[config.mk]
export PLATFORM = sky130hd
export DESIGN_NAME = met_front
export DESIGN_NICKNAME = d
export VERILOG_FILES = /design/src/rtl/core/met_pkg.sv /design/src/rtl/core/met_front.sv
export SDC_FILE = /design/constraint.sdc
export NUM_CORES = 2
export LEC_CHECK = 0
export ABC_AREA = 1
export BUFFER_PORTS_ARGS = -buffer_cell sky130_fd_sc_hd__buf_2
export CORE_ASPECT_RATIO = 0.9
export CORE_MARGIN = 1.5
export CORE_UTILIZATION = 60
export CTS_CLUSTER_SIZE = 8
export DETAILED_ROUTE_END_ITERATION = 16
export PLACE_DENSITY = 0.8
export SLEW_MARGIN = 10
export SYNTH_ARGS = -nofsm -noshare
export SYNTH_HDL_FRONTEND = slang
export SYNTH_SLANG_ARGS = --single-unit
[constraint.sdc]
create_clock -name clk_i -period 7.8 [get_ports clk_i]
set_input_delay 0.78 -clock clk_i [delete_from_list [all_inputs] [get_ports clk_i]]
set_output_delay 0.78 -clock clk_i [all_outputs]
set_load 0.03 [all_outputs]
[src/rtl/core/met_pkg.sv]
// Shared types, constants and helpers of the escape-time unit.
`timescale 1ns / 1ps

package met_pkg;

  localparam int unsigned WORD_BITS     = 32;
  localparam int unsigned COORD_BITS    = 14;
  localparam int unsigned ITER_BITS     = 12;
  localparam int unsigned FRAC_BITS     = 28;
  localparam int unsigned STEP_BITS     = WORD_BITS - 1;
  localparam int unsigned PROD_BITS     = 2 * WORD_BITS;
  localparam int unsigned OFFS_BITS     = (STEP_BITS + 1) + (COORD_BITS + 1);
  localparam int unsigned ESC_EXP       = 2 * FRAC_BITS + 2;
  localparam int unsigned CFG_IDX_BITS  = 3;
  localparam int unsigned CFG_DATA_BITS = WORD_BITS;
  localparam int unsigned QUEUE_DEPTH   = 2;
  localparam int unsigned QPTR_BITS     = $clog2(QUEUE_DEPTH);

  typedef logic signed [WORD_BITS-1:0] word_t;
  typedef logic signed [PROD_BITS-1:0] prod_t;
  typedef logic [STEP_BITS-1:0]        step_t;
  typedef logic [COORD_BITS-1:0]       coord_t;
  typedef logic [ITER_BITS-1:0]        iter_t;

  typedef enum logic [CFG_IDX_BITS-1:0] {
    REG_CENTER_RE  = 3'd0,
    REG_CENTER_IM  = 3'd1,
    REG_STEP_RE    = 3'd2,
    REG_STEP_IM    = 3'd3,
    REG_CENTER_COL = 3'd4,
    REG_CENTER_ROW = 3'd5,
    REG_MAX_ITER   = 3'd6
  } cfg_reg_e;

  typedef struct packed {
    word_t  center_re;
    word_t  center_im;
    step_t  step_re;
    step_t  step_im;
    coord_t center_col;
    coord_t center_row;
    iter_t  max_iter;
  } cfg_t;

  typedef struct packed {
    word_t re;
    word_t im;
  } point_t;

  typedef struct packed {
    iter_t iterations;
    logic  escaped;
    word_t final_re;
    word_t final_im;
  } result_t;

  localparam word_t  RST_CENTER_RE  = '0;
  localparam word_t  RST_CENTER_IM  = '0;
  localparam step_t  RST_STEP_RE    = step_t'(104858);
  localparam step_t  RST_STEP_IM    = step_t'(104858);
  localparam coord_t RST_CENTER_COL = coord_t'(5120);
  localparam coord_t RST_CENTER_ROW = coord_t'(5120);
  localparam iter_t  RST_MAX_ITER   = iter_t'(400);

  localparam prod_t SAT_HI = {{(PROD_BITS-WORD_BITS+1){1'b0}}, {(WORD_BITS-1){1'b1}}};
  localparam prod_t SAT_LO = {{(PROD_BITS-WORD_BITS+1){1'b1}}, {(WORD_BITS-1){1'b0}}};

  // Clamps a wide signed value to the signed word range.
  function automatic word_t sat_word(input prod_t v);
    word_t r;
    if (v > SAT_HI) begin
      r = {1'b0, {(WORD_BITS-1){1'b1}}};
    end else if (v < SAT_LO) begin
      r = {1'b1, {(WORD_BITS-1){1'b0}}};
    end else begin
      r = signed'(v[WORD_BITS-1:0]);
    end
    return r;
  endfunction

endpackage

[src/rtl/core/met_front.sv]
// Front end: maps a pixel to its point c; the step product is registered and the saturated point is combinational.
`timescale 1ns / 1ps

module met_front (
  input  logic             clk_i,
  input  logic             rst_ni,
  input  logic             in_valid_i,
  output logic             in_ready_o,
  input  met_pkg::coord_t  col_i,
  input  met_pkg::coord_t  row_i,
  input  met_pkg::cfg_t    cfg_i,
  output logic             push_valid_o,
  input  logic             push_ready_i,
  output met_pkg::point_t  point_o
);

  logic signed [met_pkg::COORD_BITS:0]  dcol, drow;
  logic signed [met_pkg::STEP_BITS:0]   step_re_s, step_im_s;
  logic signed [met_pkg::OFFS_BITS-1:0] offs_re_d, offs_re_q, offs_im_d, offs_im_q;
  logic                                 offs_valid_q, offs_valid_d;
  logic                                 accept;

  assign dcol      = signed'({1'b0, col_i}) - signed'({1'b0, cfg_i.center_col});
  assign drow      = signed'({1'b0, row_i}) - signed'({1'b0, cfg_i.center_row});
  assign step_re_s = signed'({1'b0, cfg_i.step_re});
  assign step_im_s = signed'({1'b0, cfg_i.step_im});
  assign offs_re_d = step_re_s * dcol;
  assign offs_im_d = step_im_s * drow;

  assign in_ready_o = !offs_valid_q || push_ready_i;
  assign accept     = in_valid_i && in_ready_o;

  always_comb begin
    offs_valid_d = offs_valid_q;
    if (accept) begin
      offs_valid_d = 1'b1;
    end else if (push_ready_i) begin
      offs_valid_d = 1'b0;
    end
  end

  always_ff @(posedge clk_i or negedge rst_ni) begin
    if (!rst_ni) begin
      offs_valid_q <= 1'b0;
    end else begin
      offs_valid_q <= offs_valid_d;
    end
  end

  always_ff @(posedge clk_i) begin
    if (accept) begin
      offs_re_q <= offs_re_d;
      offs_im_q <= offs_im_d;
    end
  end

  assign push_valid_o = offs_valid_q;
  assign point_o.re   = met_pkg::sat_word(met_pkg::prod_t'(cfg_i.center_re)
                                          - met_pkg::prod_t'(offs_re_q));
  assign point_o.im   = met_pkg::sat_word(met_pkg::prod_t'(cfg_i.center_im)
                                          - met_pkg::prod_t'(offs_im_q));

endmodule

==> flow_summary.toml <==
[sta]
clock.fmax_mhz = 133.8
hold_violations = 0
period_share_pct = 95.81
slew_headroom_pct = 59.56
slew_violations = 0
finalClockSkew_ps = 10.13
max_slew.worst_pin.slew_ps = 606.6
whs_ps = 165.0
rsz0062_at_grt = "false"
final-setup-viol-count = 0
period_minus_slack_ps = 7473

[yosys]
synth-async-reset-ratio_pct = 1.053
ys_seq_area_share_pct = 6.550
synth_xor_area_share_pct = 2.875
synth.ff_latch_count = 95
yosysTopAreaCell = "fa_1"
ys.flop_type = "edfxtp_1"
syn_area_um2 = 43480
yosys.area_share.simple_pct = 23.50
avgSynthCellArea_um2 = 7.152
synth_cell_types = 49
syn_inst = 6079
yosysTopAreaCellShare_pct = 34.81
synth_top_cells_by_count = "1625 x nand2_1, 1556 x inv_1, 756 x fa_1, 543 x nor2_1, 410 x ha_1"
synth_fp_nets = 7443
synth.area.top_cells = "fa_1 35%, nand2_1 14%, inv_1 13%"
synth_edf_count = 94
synth_compound_area_share_pct = 5.304
synth_top_family_by_area = "adder cells"
synth_adder_area_share_pct = 46.61
muxShareOfSynthArea_pct = 0
ys_warn_count = 0
synth_most_common_cell = "nand2_1"

[detailed_routing]
drtIter0Drc = 3579
num_vias = 39942
dr.pass1.iters = 6
ant_nets = 0
drc = 0
wire_per_inst_um = 17.91
vias_per_cell = 5.396
wirelength_um = 132600

[finish]
utilization_pct = 66.97
final_cells = 7402
area_growth_pct = 10.42
finish.instance_area_um2 = 48000
drive_above_1_share_pct = 10.00
final_nets = 7806

[floorplan]
core_um2 = 71680
die_y_um = 258.4
rows = 93
start_util_pct = 60.65
die_width_um = 286.7
die_area_um2 = 74090
ioPinCount = 264

[clocking]
clk_latency_ps = 370
ctsLongestPathBuffers = 2
clkSinkCount = 95
clk_pin_slew_ps = 80
cts-htree-levels = 3
cts_tree = "yes"
root_buffer = "clkbuf_16"
numCtsBuffers = 9

[critical_path]
critPathLaunchType = "input port"
cp_data_arrival_time_ps = 7590
critPathRequiredTime_ps = 7920
cp-end-kind = "flip-flop"
criticalPathCategory = "input port to flip-flop"
cpMaxStageDelayCell = "fa_1"
max_stage_delay_ps = 570
crit_fanout = 22
rr_startpoint = "push_valid_o"
critPathLaunch = "col_i[0]"
path_common_cell = "nand2_1"

[place]
place_area_um2 = 47440
gp_congestion = 1.003
dp.cells = 7381
port_buffers = 251
hpwl_um = 113200

[min_path]
hp-class = "input port to async pin"

[global_routing]
grt_pass1_vias = 40257
grt-ovfl-total = 0
antenna_found_initial = 4
track_usage_pct = 36.45
grt_max_degree = 49
grt_pass1_wl_um = 211500

[run]
cap_violations = 0

[status]
status = "finished clean"
[worst paths after layout]
| check | end | slack [ps] | depth (start not counted) |
|---|---|---|---|
| worst max-delay path | offs_re_q[39] | 330 | 36 |
| worst min-delay path | push_valid_o | 160 | 1 |
| worst max register to register | offs_re_q[13] | 5720 | 3 |
| worst min register to register | push_valid_o | 580 | 2 |
| max in group asynchronous | push_valid_o | 7550 | 1 |
| min in group clk_i | push_valid_o | 580 | 2 |
[sequential cells by signal, indices dropped and copies added (netlist names)]
name / flops
push_valid_o: 1
offs_im_q: 47
offs_re_q: 47
[stage by stage]
stage / TNS [ps] / worst slack [ps]
floorplan: 0 / 428.4
global placement: -182.0 / -71.84
detailed placement: -1483 / -137.8
CTS: 0 / 250.6
global route: 0 / 3.634
finish: 0 / 326.9
[repair_timing]
| action | in CTS | in global routing |
|---|---|---|
| gates resized for setup | 0 | 63 |
| setup endpoints to repair | 0 | 41 |
| hold buffers | 0 | 0 |
| buffers inserted | 0 | 0 |
| hold endpoints to repair | 0 | 0 |
[routing by layer]
layer,vias up,share of wire (%),global-route usage [%]
met5,-,0,0
met1,18764,42,51.44
met2,2110,42,55.48
met3,343,12,8.565
met4,0,4.1,12.03
li1,18725,-,-
[cells in the final DEF, fill, tap and decap left out, drive strengths merged, types with 2 or more instances in the layout]
cell / count
or2: 21
o211ai: 7
nor2: 552
edfxtp: 94
nand2: 1634
nor3: 30
o21a: 5
clkbuf: 9
clkinv: 5
o21ai: 92
a21boi: 5
nand4: 45
nor4: 11
fa: 756
o2111ai: 3
buf: 517
nand3b: 14
xnor2: 44
diode: 5
xor2: 97
o31ai: 4
and2: 7
o21bai: 25
a21o: 17
nand3: 225
a221oi: 2
o221ai: 3
a31oi: 31
ha: 410
a21oi: 213
inv: 1564
[final cells by class]
cell class	instances	area, um^2
tap	950	1189
clock buffer	9	225.2
multi-input combinational	4257	34280
clock inverter	7	93.84
sequential	95	2848
antenna	5	12.51
timing repair buffer	517	3491
fill	6399	23670
inverter	1562	5866
[worst max-delay path, delay by kind of cell]
kind / cells / cell delay, ps
and+or+nand+nor: 12 / 1380
buffers and inverters: 9 / 730
adders and majority gates: 9 / 3910
AOI/OAI and AO/OA: 6 / 780
[cells by family after synthesis]
logic type,Yosys count
AO/OA/AOI/OAI,410
XOR/XNOR,141
adder cells (fa/ha/maj),1166
buffers and inverters,1727
flip-flops,95
AND/OR/NAND/NOR,2540
Power is not shown: default switching activity piles up to over one toggle a cycle in this logic, so the estimate is an artifact.
